==> config.mk <==
export PLATFORM = sky130hd
export DESIGN_NAME = mmdp_cell
export DESIGN_NICKNAME = d
export VERILOG_FILES = /design/src/hw/rtl/mmdp_pkg.sv /design/src/hw/rtl/mmdp_cell.sv
export SDC_FILE = /design/constraint.sdc
export NUM_CORES = 1
export LEC_CHECK = 0
export BUFFER_PORTS_ARGS = -buffer_cell sky130_fd_sc_hd__buf_2
export CELL_PAD_IN_SITES_DETAIL_PLACEMENT = 2
export CELL_PAD_IN_SITES_GLOBAL_PLACEMENT = 2
export CORE_AREA = 2 2 127 129
export CTS_BUF_LIST = sky130_fd_sc_hd__clkbuf_2 sky130_fd_sc_hd__clkbuf_4 sky130_fd_sc_hd__clkbuf_8
export CTS_CLUSTER_DIAMETER = 30
export CTS_CLUSTER_SIZE = 14
export DETAILED_ROUTE_END_ITERATION = 8
export DIE_AREA = 0 0 129 131
export PLACE_DENSITY = 0.78
export SLEW_MARGIN = 0
export SYNTH_ARGS = -nofsm -noshare
export SYNTH_HDL_FRONTEND = slang
export SYNTH_SLANG_ARGS = --single-unit
==> constraint.sdc <==
create_clock -name clk -period 2.75 [get_ports clk]
set_input_delay 0 -clock clk [delete_from_list [all_inputs] [get_ports clk]]
set_output_delay 0 -clock clk [all_outputs]
set_load 0.005 [all_outputs]
==> src/hw/rtl/mmdp_pkg.sv <==
`timescale 1ns / 1ps
`default_nettype none
// ----------------------------------------------------------------------------
// mmdp_pkg
// Shared types and constants of the min/max decimation pyramid.
// ----------------------------------------------------------------------------
package mmdp_pkg;
	localparam int LEVEL_W = 5;
	localparam int INDEX_W = 23;
	localparam int CFG_W   = 16;

	localparam logic [0:0] REG_CHANNEL_COUNT = 1'd0;
	localparam logic [0:0] REG_BUCKET_FRAMES = 1'd1;

	localparam logic CMD_PUSH   = 1'b0;
	localparam logic CMD_FINISH = 1'b1;

	typedef enum logic [1:0] {
		ST_IDLE,
		ST_RUN,
		ST_CLEAR
	} state_t;

	// token moving along the chain of level cells
	typedef struct packed {
		logic valid;
		logic fin;
		logic have;
		logic stop;
	} token_t;
endpackage
`default_nettype wire

==> src/hw/rtl/mmdp_cell.sv <==
`timescale 1ns / 1ps
`default_nettype none
// ----------------------------------------------------------------------------
// mmdp_cell
// One pyramid level: holds the unpaired bucket and the emit count, emits
// the arriving bucket and hands the merged pair to the next level.
// ----------------------------------------------------------------------------
module mmdp_cell #(
	parameter int SAMPLE_BITS = 16,
	parameter logic TOP = 1'b0
) (
	input  wire                            clk,
	input  wire                            arst_n,
	input  wire                            clear,
	input  mmdp_pkg::token_t               tok_in,
	input  wire signed [SAMPLE_BITS-1:0]   lo_in,
	input  wire signed [SAMPLE_BITS-1:0]   hi_in,
	input  wire                            emit_busy,
	output mmdp_pkg::token_t               tok_out,
	output logic signed [SAMPLE_BITS-1:0]  lo_out,
	output logic signed [SAMPLE_BITS-1:0]  hi_out,
	output logic                           emit,
	output logic [mmdp_pkg::INDEX_W-1:0]   emit_index
);
	localparam int INDEX_W = mmdp_pkg::INDEX_W;

	logic                           pend_q;
	logic signed [SAMPLE_BITS-1:0]  plo_q;
	logic signed [SAMPLE_BITS-1:0]  phi_q;
	logic [mmdp_pkg::INDEX_W-1:0]   cnt_q;
	logic signed [SAMPLE_BITS-1:0]  mlo;
	logic signed [SAMPLE_BITS-1:0]  mhi;
	logic                           act;

	assign act = tok_in.valid && !emit_busy;
	assign mlo = (plo_q < lo_in) ? plo_q : lo_in;
	assign mhi = (phi_q > hi_in) ? phi_q : hi_in;

	always_comb begin
		tok_out    = '0;
		lo_out     = lo_in;
		hi_out     = hi_in;
		emit       = 1'b0;
		emit_index = cnt_q;
		if (act) begin
			if (!tok_in.fin) begin
				emit = 1'b1;
				if (!TOP && pend_q) begin
					tok_out = '{valid: 1'b1, fin: 1'b0, have: 1'b1, stop: 1'b0};
					lo_out  = mlo;
					hi_out  = mhi;
				end
			end else if (!tok_in.stop) begin
				// finish: emit incoming bucket if present, then carry upward
				emit = tok_in.have;
				if (!TOP) begin
					tok_out.valid = 1'b1;
					tok_out.fin   = 1'b1;
					tok_out.stop  = (cnt_q + INDEX_W'(tok_in.have)) <= INDEX_W'(1);
					tok_out.have  = tok_in.have || pend_q;
					if (tok_in.have && pend_q) begin
						lo_out = mlo;
						hi_out = mhi;
					end else if (pend_q) begin
						lo_out = plo_q;
						hi_out = phi_q;
					end
				end
			end
		end
	end

	always_ff @(posedge clk or negedge arst_n) begin
		if (!arst_n) begin
			pend_q <= 1'b0;
			cnt_q  <= '0;
		end else if (clear) begin
			pend_q <= 1'b0;
			cnt_q  <= '0;
		end else if (act && !tok_in.fin) begin
			cnt_q <= cnt_q + INDEX_W'(1);
			if (!TOP) pend_q <= !pend_q;
		end else if (act && !tok_in.stop && tok_in.have) begin
			cnt_q <= cnt_q + INDEX_W'(1);
		end
	end

	always_ff @(posedge clk) begin
		if (act && !tok_in.fin && !pend_q) begin
			plo_q <= lo_in;
			phi_q <= hi_in;
		end
	end
endmodule
`default_nettype wire

# After elaboration in Yosys (flattened, before gate mapping)
# Index checks and enable logic that the tools add are counted.
# W data, S select, Z words.
dict set report word_totals {
  reg_bits 56
  in_bits 40
  output_inout_bits 60
  wordCells 48
}
dict set report classes {
  add_sub_neg 2
  n_lt_le_gt_ge 3
  muxes 26
  n_reduce_logical 13
}
# operator count
set ops {}
lappend ops {{$mux W16} 14}
lappend ops {{$mux W23} 3}
lappend ops {{$add A23 B1 Y23} 1}
lappend ops {{$add A23 B1 Y23 const B} 1}
lappend ops {{$le A23 B1 Y1 const B} 1}
lappend ops {{$gt A16 B16 Y1} 1}
lappend ops {{$lt A16 B16 Y1} 1}
lappend ops {{$mux W4} 4}
lappend ops {{$logic_and A1 B1 Y1} 6}
lappend ops {{$mux W1} 5}
lappend ops {{$logic_not A1 Y1} 4}
lappend ops {{$reduce_bool A3 Y1} 1}
lappend ops {{$reduce_bool A2 Y1} 1}
lappend ops {{$logic_or A1 B1 Y1} 1}

# Depth between registers and ports, before layout
# Gate-level depths: netlist (run 1).
dict set report depth {
  depth_word 7
  mapped_depth 10
  ltp_nobuf 9
}

# Worst setup path before layout (run 1)
# Ideal clock, no wire load.
dict set report synth_timing {
  path_type {flip-flop to flip-flop}
  from {reg pend_q}
  to {reg phi_q[0] (enable)}
  setup_ns 0.421
  arrival_time_ns 2.099
  required_time_ns 2.329
  slack_ns 0.230
  path_stages_with_launch 4
  n_path_buf 2
  synth_period_minus_slack_ns 2.520
  path_cell_list {dfrtp_1 > buf_2 > buf_1 > nor2_1}
}
dict set report synth_via {
  elab_chain_len 2
}
# element line_no
set synth_lines {}
lappend synth_lines {{start: declaration} mmdp_cell.sv:27} ;# logic pend_q;
lappend synth_lines {{start signal: assignment} mmdp_cell.sv:82} ;# if (!TOP) pend_q <= !pend_q;
lappend synth_lines {{$logic_not A1 Y1} mmdp_cell.sv:89} ;# if (act && !tok_in.fin && !pend_q) begin
lappend synth_lines {{$logic_and A1 B1 Y1} mmdp_cell.sv:89}
lappend synth_lines {{end signal: assignment} mmdp_cell.sv:91} ;# phi_q <= hi_in;
lappend synth_lines {{end: declaration} mmdp_cell.sv:29} ;# logic signed [SAMPLE_BITS-1:0] phi_q;
# Every way passes these cells.
# A chain may end at the register's enable or synchronous reset.

# Worst setup path after layout (run 1)
dict set report layout_timing {
  from {reg plo_q[2]}
  to {out lo_out[2]}
}
dict set report layout_via {
  elab_chain_len 6
  word_cells_on_any_way 8
  cone_classes {order compare: 1; mux: 7}
}
# element line_no
set layout_lines {}
lappend layout_lines {{start: declaration} mmdp_cell.sv:28} ;# logic signed [SAMPLE_BITS-1:0] plo_q;
lappend layout_lines {{start signal: assignment} mmdp_cell.sv:90} ;# plo_q <= lo_in;
lappend layout_lines {{$lt A16 B16 Y1} mmdp_cell.sv:36} ;# assign mlo = (plo_q < lo_in) ? plo_q : lo_in;
lappend layout_lines {{$mux W16} mmdp_cell.sv:36}
lappend layout_lines {{$mux W16} mmdp_cell.sv:61} ;# if (tok_in.have && pend_q) begin
lappend layout_lines {{$mux W16} mmdp_cell.sv:53} ;# end else if (!tok_in.stop) begin
lappend layout_lines {{$mux W16 (*)} mmdp_cell.sv:46} ;# if (!tok_in.fin) begin
lappend layout_lines {{$mux W16 (*)} mmdp_cell.sv:45} ;# if (act) begin
lappend layout_lines {{end: declaration} mmdp_cell.sv:20} ;# output logic signed [SAMPLE_BITS-1:0] lo_out,
# Mark *: on every way between the ends. The rest lies on a longest branch, timed or not.

==> key figures, run 1 <==
Status
  • Status: finished with violations
  • Failing checks: setup timing

Power and ir drop
  • Leakage dissipation: 0.002623 uW
  • PD cells: 312.9 nW/um^2
  • Peak VDD IR: 170.1 uV

Yosys
  • Synth Cell Area: 4109 um^2
  • Area leader, netlist: edfxtp_1
  • Count leader, synth: inv_1
  • Ys flop type: edfxtp_1
  • Top-area cell type share of the netlist area: 23.39%
  • Top cells by count, synth: inv_1 (42), nand2_1 (37), nor2_1 (37)
  • Synth Instances: 427
  • Mapped Nets: 501
  • Largest cells by area after synthesis: edfxtp_1 (23%), dfrtp_1 (15%), ha_1 (10%)
  • Yosys cell types: 54
  • Post-synth EDFFs: 32
  • Yosys reg bits: 56
  • YS warnings: 0
  • Avg Inst Size Synth: 9.623 um^2
  • Sequential share of the synthesized area: 38.00%
  • Asr flop ratio synth: 42.86%

Cells and area
  • Design area: 5962 um^2
  • Syn-to-layout area delta: 45.10%
  • Layout Utilization: 38.22%
  • Share of cells above drive strength 1: 36.08%
  • NumNets Final: 655

STA
  • PnR worst setup slack: -313.1 ps
  • Crit share post-route: 111.4%
  • Final Skew: 13.44 ps
  • Slew margin rel.: 55.52%
  • Slew Limit Fails: 0
  • Post-layout min period: 3063 ps
  • Slew @ Worst Pin: 667.3 ps
  • Peak Freq: 326.5 MHz
  • Final setup viols: 33
  • RSZ-0062 raised after global routing: yes
  • Final hold vios: 0

Setup path
  • Crit path cell chain: ha_4 > a211o_1 > a31oi_1 > o311ai_2 > a211o_1 > o22ai_2 > o31ai_4 > clkbuf_16 > mux2_2 > buf_6
  • Peak per-stage delay on the critical path: 460 ps
  • CP Capture Type: primary output
  • WS Path Type: flop to primary output
  • Crit-path most repeated cell: a211o_1
  • Setup crit start: plo_q[2]$_DFFE_PP_
  • Required @ worst endpoint: 2750 ps
  • FF-to-FF Start: emit_index[2]$_DFFE_PN0P_
  • Startpoint Class: flop
  • Arr. time, crit path: 3060 ps
  • Crit path max fanout: 5
  • Slowest CP cell: edfxtp_1

Global route
  • Pin count of the biggest net entering global routing: 27
  • GRT overflow: 0
  • Global-route met2 utilization: 36.54%
  • All-Layer GR Usage: 18.67%
  • M3 GR Usage: 2.850%
  • Met1 Track Usage GR: 20.13%
  • Initial antenna violation count: 1
  • Busiest layer in global routing: met2
  • First-pass GRT wire length: 24220 um
  • Vias in the first global route: 4482

CTS
  • Reg clk slew, reported paths: 120 ps
  • Root Buffer: clkbuf_8
  • Worst-case clock buffer depth: 2
  • Sink Count: 56
  • CTS tree: done
  • H-tree Lvls: 2
  • Clk Latency, worst-skew pair: 350 ps
  • TritonCTS buffer count: 5

Floorplan
  • I/O pin total: 100
  • DIE HEIGHT: 131 um
  • Full die area: 16900 um^2
  • CORE AREA: 15600 um^2
  • Starting Density: 26.34%
  • Width of the die: 129 um
  • Rows: 46

Job
  • Max Cap Viol: 0

Placement
  • Port Buffers: 99
  • Area after DPL: 4921 um^2
  • Detail Placement HPWL: 10340 um
  • Gpl congestion: 0.8484

Route
  • Final WL: 16070 um
  • Vias: 3958
  • DRC viols: 0
  • WL/cell: 20.11 um
  • Iter 0 DRT Violations: 85
  • Vias per cell: 4.954
  • Drt pass-1 iters: 6
  • Antenna viol nets, final: 0

Min path
  • Hold Startpoint: clear
  • HP Class: input pin to flop
-- metal layers --
metal  vias up  wire, um
met3        25       496
met2       106      8882
met5         -         0
li1       1834         -
met1      1993      6308
met4         0       379
-- layout make-up --
type / count / area [um^2]
clock inverters: 2 / 11.26
diodes: 1 / 2.502
well taps: 216 / 270.3
multi-input cells: 311 / 2582
flip-flops and latches: 56 / 1565
fillers: 1667 / 9635
inverters: 43 / 161.4
repair buffers: 164 / 1292
clock buffers: 6 / 76.32
-- state kept, by name, indices dropped and copies added (netlist names) --
name        cells
plo_q          16
emit_index     23
pend_q          1
phi_q          16
-- cell usage in the layout, fill, tap and decap left out, types with 4 or more instances in the layout --
cell           Yosys  final
a21oi_1           15     14
a31oi_1            8      8
and4_1             5      5
buf_2              6     72
buf_4              2     25
buf_6              1     31
clkbuf_8           0      5
dfrtp_1           24     21
dlygate4sd3_1      0     33
edfxtp_1          32     32
ha_1              34     26
ha_4               0      7
inv_1             42     42
mux2_2            24      8
mux2_4            10     26
nand2_1           37     37
nand2b_1           4      4
nand3_1           18     16
nand4_1           11     11
nor2_1            37     34
nor2b_1            4      4
nor3_1             9      6
o211ai_1           4      4
o21a_1             4      4
o21ai_0           12     10
or3_1              7      7
xnor2_1           15     15
xor2_1            12     12
-- power breakdown --
group	switching, uW	total (uW)	internal, uW
logic	198	413	214
registers	16.5	925	909
clock network	336	527	191
total	551	1870	1310
-- cell families after synthesis --
logic type	share of synthesized area [%]
DFF	38.00
buffers and inverters	6.029
adders and majority gates	10.35
muxes	10.47
AOI/OAI and AO/OA	11.85
and+or+nand+nor	17.54
xor gates and xnor gates	5.755
-- metrics by stage --
step	power [uW]	hold slack [ps]	setup slack [ps]	cells	setup TNS, ps
after floorplan	1086	-295.6	229.9	427	0
after global placement	1209	37.53	-14.03	739	-40.56
after detailed placement	1226	54.38	-65.37	739	-571.6
after CTS	1841	130.0	-308.4	788	-5222
after global routing	1948	154.9	-413.6	799	-10560
final	1865	114.6	-313.1	799	-7636
-- final timing paths --
path,end,slack (ps),cells past startpoint
hold reg to reg,emit_index[14]$_DFFE_PN0P_,620,2
max in group asynchronous,emit_index[3]$_DFFE_PN0P_,2130,2
setup / recovery,lo_out[2],-310,10
setup reg to reg,emit_index[15]$_DFFE_PN0P_,560,6
min in group asynchronous,emit_index[10]$_DFFE_PN0P_,180,2
hold / removal,emit_index[11]$_DFFE_PN0P_,110,3
-- critical path, delay by kind of cell (launching register included) --
kind                     cells  cell delay [ps]
adder cells (fa/ha/maj)      1              300
multiplexers                 1              350
buffers and inverters        2              360
AO/OA/AOI/OAI                6             1250
flip-flops                   1              460
-- what timing repair did --
action | 4_1_cts | 5_1_grt
hold buffers | 33 | 0
setup buffers | 7 | 9
pin swaps | 6 | 12
resized for setup | 52 | 34
gates cloned | 1 | 1
setup endpoints to repair | 33 | 33
hold endpoints to repair | 56 | 0
No activity file was read; power rests on OpenSTA's default activity.
==> inputs of run 2 (changes only) <==
--- a/config.mk
+++ b/config.mk
@@ -6,15 +6,13 @@
 export NUM_CORES = 1
 export LEC_CHECK = 0
 export BUFFER_PORTS_ARGS = -buffer_cell sky130_fd_sc_hd__buf_2
-export CELL_PAD_IN_SITES_DETAIL_PLACEMENT = 2
-export CELL_PAD_IN_SITES_GLOBAL_PLACEMENT = 2
 export CORE_AREA = 2 2 127 129
 export CTS_BUF_LIST = sky130_fd_sc_hd__clkbuf_2 sky130_fd_sc_hd__clkbuf_4 sky130_fd_sc_hd__clkbuf_8
 export CTS_CLUSTER_DIAMETER = 30
 export CTS_CLUSTER_SIZE = 14
 export DETAILED_ROUTE_END_ITERATION = 8
 export DIE_AREA = 0 0 129 131
-export PLACE_DENSITY = 0.78
+export PLACE_DENSITY = 0.56
 export SLEW_MARGIN = 0
 export SYNTH_ARGS = -nofsm -noshare
 export SYNTH_HDL_FRONTEND = slang
==> run 2 against run 1 <==
- the run still ends with setup timing left
- setup slack improved by 170 ps
- cell count is 0.13% higher
- sequential power hardly changed
- maximum frequency up 5.9%
- sequential share of layout area up 0.17 points
- clock skew is 6.8 ps lower
- hold slack improved by 19 ps
- sequential cell count is the same
- first-iteration DRC count up 88%
- largest cell class unchanged
- largest power group unchanged
==> key figures, run 2 (synthesized netlist as in run 1, its figures left out) <==
Setup path
  • Required @ worst endpoint: 2750 ps (about the same)
  • Slowest CP cell: edfxtp_1
  • Arr. time, crit path: 2890 ps (-170 ps)
  • CP Capture Type: primary output
  • Peak per-stage delay on the critical path: 450 ps (about the same)
  • Crit path cell chain: ha_4 > a211o_1 > a31oi_1 > o311ai_2 > a211o_1 > buf_6 > o211ai_1 > mux2_4 > o211ai_1 > buf_2
  • Crit path max fanout: 5 (unchanged)
  • WS Path Type: flop to primary output
  • Startpoint Class: flop

Route
  • Vias per cell: 4.721 (-4.7%)
  • Iter 0 DRT Violations: 160 (+88%)
  • Drt pass-1 iters: 4 (-2)
  • Antenna viol nets, final: 0 (unchanged)
  • DRC viols: 0 (unchanged)
  • WL/cell: 14.95 um (-26%)
  • Vias: 3777 (-4.6%)
  • Final WL: 11960 um (-26%)

Global route
  • First-pass GRT wire length: 17910 um (-26%)
  • Vias in the first global route: 3634 (-19%)
  • GRT overflow: 0 (unchanged)
  • Pin count of the biggest net entering global routing: 25 (-7.4%)
  • All-Layer GR Usage: 13.48% (-5.2 points)
  • Initial antenna violation count: 0 (-1)

CTS
  • CTS tree: done
  • H-tree Lvls: 2 (unchanged)
  • Root Buffer: clkbuf_8
  • TritonCTS buffer count: 5 (unchanged)
  • Reg clk slew, reported paths: 100 ps (-20 ps)
  • Worst-case clock buffer depth: 2 (unchanged)
  • Sink Count: 56 (unchanged)
  • Clk Latency, worst-skew pair: 330 ps (-20 ps)

STA
  • Slew @ Worst Pin: 745.4 ps (+78.11 ps)
  • Peak Freq: 345.6 MHz (+5.9%)
  • RSZ-0062 raised after global routing: yes
  • Crit share post-route: 105.2% (-6.2 points)
  • Slew Limit Fails: 0 (unchanged)
  • PnR worst setup slack: -143.6 ps (+169.5 ps)
  • Slew margin rel.: 50.31% (-5.2 points)
  • Final hold vios: 0 (unchanged)
  • Final Skew: 6.676 ps (-6.769 ps)
  • Final setup viols: 15 (-55%)
  • Post-layout min period: 2894 ps (-169.5 ps)

Cells and area
  • Share of cells above drive strength 1: 35.10% (-0.98 points)
  • Commonest non-fill, non-tap cell in the layout: buf_2
  • NumNets Final: 657 (+0.31%)
  • N_diodes: 0 (-1)
  • Max FFs per register: 23 (unchanged)
  • Syn-to-layout area delta: 43.82%
  • Commonest non-fill, non-tap cells in the layout: buf_2 (74), inv_1 (42), nand2_1 (37), nor2_1 (35), dlygate4sd3_1 (33)
  • Final cell count without fillers: 800 (+0.13%)

Floorplan
  • DIE HEIGHT: 131 um (unchanged)
  • CORE AREA: 15600 um^2 (unchanged)
  • Width of the die: 129 um (unchanged)
  • Full die area: 16900 um^2 (unchanged)
  • Rows: 46 (unchanged)
  • I/O pin total: 100 (unchanged)
  • Starting Density: 26.34% (unchanged)

Status
  • Failing checks: setup timing
  • Status: finished with violations

Job
  • Max Cap Viol: 0 (unchanged)

Placement
  • Gpl congestion: 0.8528 (+0.52%)
  • Port Buffers: 99 (unchanged)
  • Cells after DPL: 740 (+0.14%)
  • Detail Placement HPWL: 8272 um (-20%)
  • DP Worst Slack: -205.0 ps (-139.7 ps)

Power and ir drop
  • Leakage dissipation: 0.002608 uW (-0.56%)
  • PD cells: 307.1 nW/um^2 (-1.8%)
  • Peak VDD IR: 180.0 uV (+5.8%)

Min path
  • HP Class: input pin to flop
==> run 2: routing by layer <==
metal	part of all wire [%]	vias up	global-route usage, %
met3	4.1	8	3.217
met5	0	-	0
met2	50	89	23.62
met4	0.88	0	3.197
li1	-	1842	-
met1	45	1838	16.83
==> run 2: cell type report <==
| class | instances | area, um^2 |
|---|---|---|
| multi-input cells | 311 | 2569 |
| flip-flops and latches | 56 | 1562 |
| inverters | 43 | 161.4 |
| repair buffers | 166 | 1256 |
| well taps | 216 | 270.3 |
| fillers | 1545 | 9688 |
| clock buffers | 8 | 91.34 |
==> run 2: power by group <==
| part | internal, uW | leakage (uW) | switching [uW] | total [uW] |
|---|---|---|---|---|
| Combinational | 216 | 0.00193 | 173 | 389 |
| Sequential | 909 | 0.000628 | 17.0 | 926 |
| Clock | 212 | 0.0000498 | 288 | 500 |
==> run 2: final timing paths <==
| kind | start | endpoint | slack (ps) | cells past startpoint |
|---|---|---|---|---|
| hold / removal | clear | emit_index[7]$_DFFE_PN0P_ | 130 | 3 |
| max in group asynchronous | arst_n | emit_index[20]$_DFFE_PN0P_ | 2170 | 2 |
| setup / recovery | plo_q[2]$_DFFE_PP_ | lo_out[1] | -140 | 10 |
| min in group asynchronous | arst_n | emit_index[13]$_DFFE_PN0P_ | 200 | 2 |
| setup reg to reg | emit_index[0]$_DFFE_PN0P_ | emit_index[22]$_DFFE_PN0P_ | 400 | 10 |
| hold reg to reg | emit_index[14]$_DFFE_PN0P_ | emit_index[14]$_DFFE_PN0P_ | 630 | 2 |
==> run 2: per-stage QoR <==
step	hold slack (ps)	util, %	TNS [ps]	instance area [um^2]	total power (uW)
2_1_floorplan	-295.6	-	0	4109	1086
3_3_place_gp	21.74	31.47	-803.8	4908	1204
3_5_place_dp	29.37	31.47	-2228	4908	1212
4_1_cts	-141.8	34.77	-2907	5424	1768
5_1_grt	136.0	37.89	-5691	5909	1921
6_report	133.2	37.89	-1620	5909	1815
==> run 2: repair_timing <==
action / CTS / global route
resized for setup: 11 / 66
hold endpoints to repair: 56 / 1
endpoints found under the setup margin: 32 / 33
pin swaps: 10 / 17
buffers inserted: 6 / 12
hold buffers: 32 / 1
gates cloned: 1 / 0
==> run 2: worst max-delay path, delay by kind of cell, from the launching register on <==
| family | cells | cell delay (ps) |
|---|---|---|
| buffers and inverters | 2 | 300 |
| AO/OA/AOI/OAI | 6 | 1240 |
| adder cells (fa/ha/maj) | 1 | 240 |
| multiplexers | 1 | 320 |
| flip-flops | 1 | 450 |
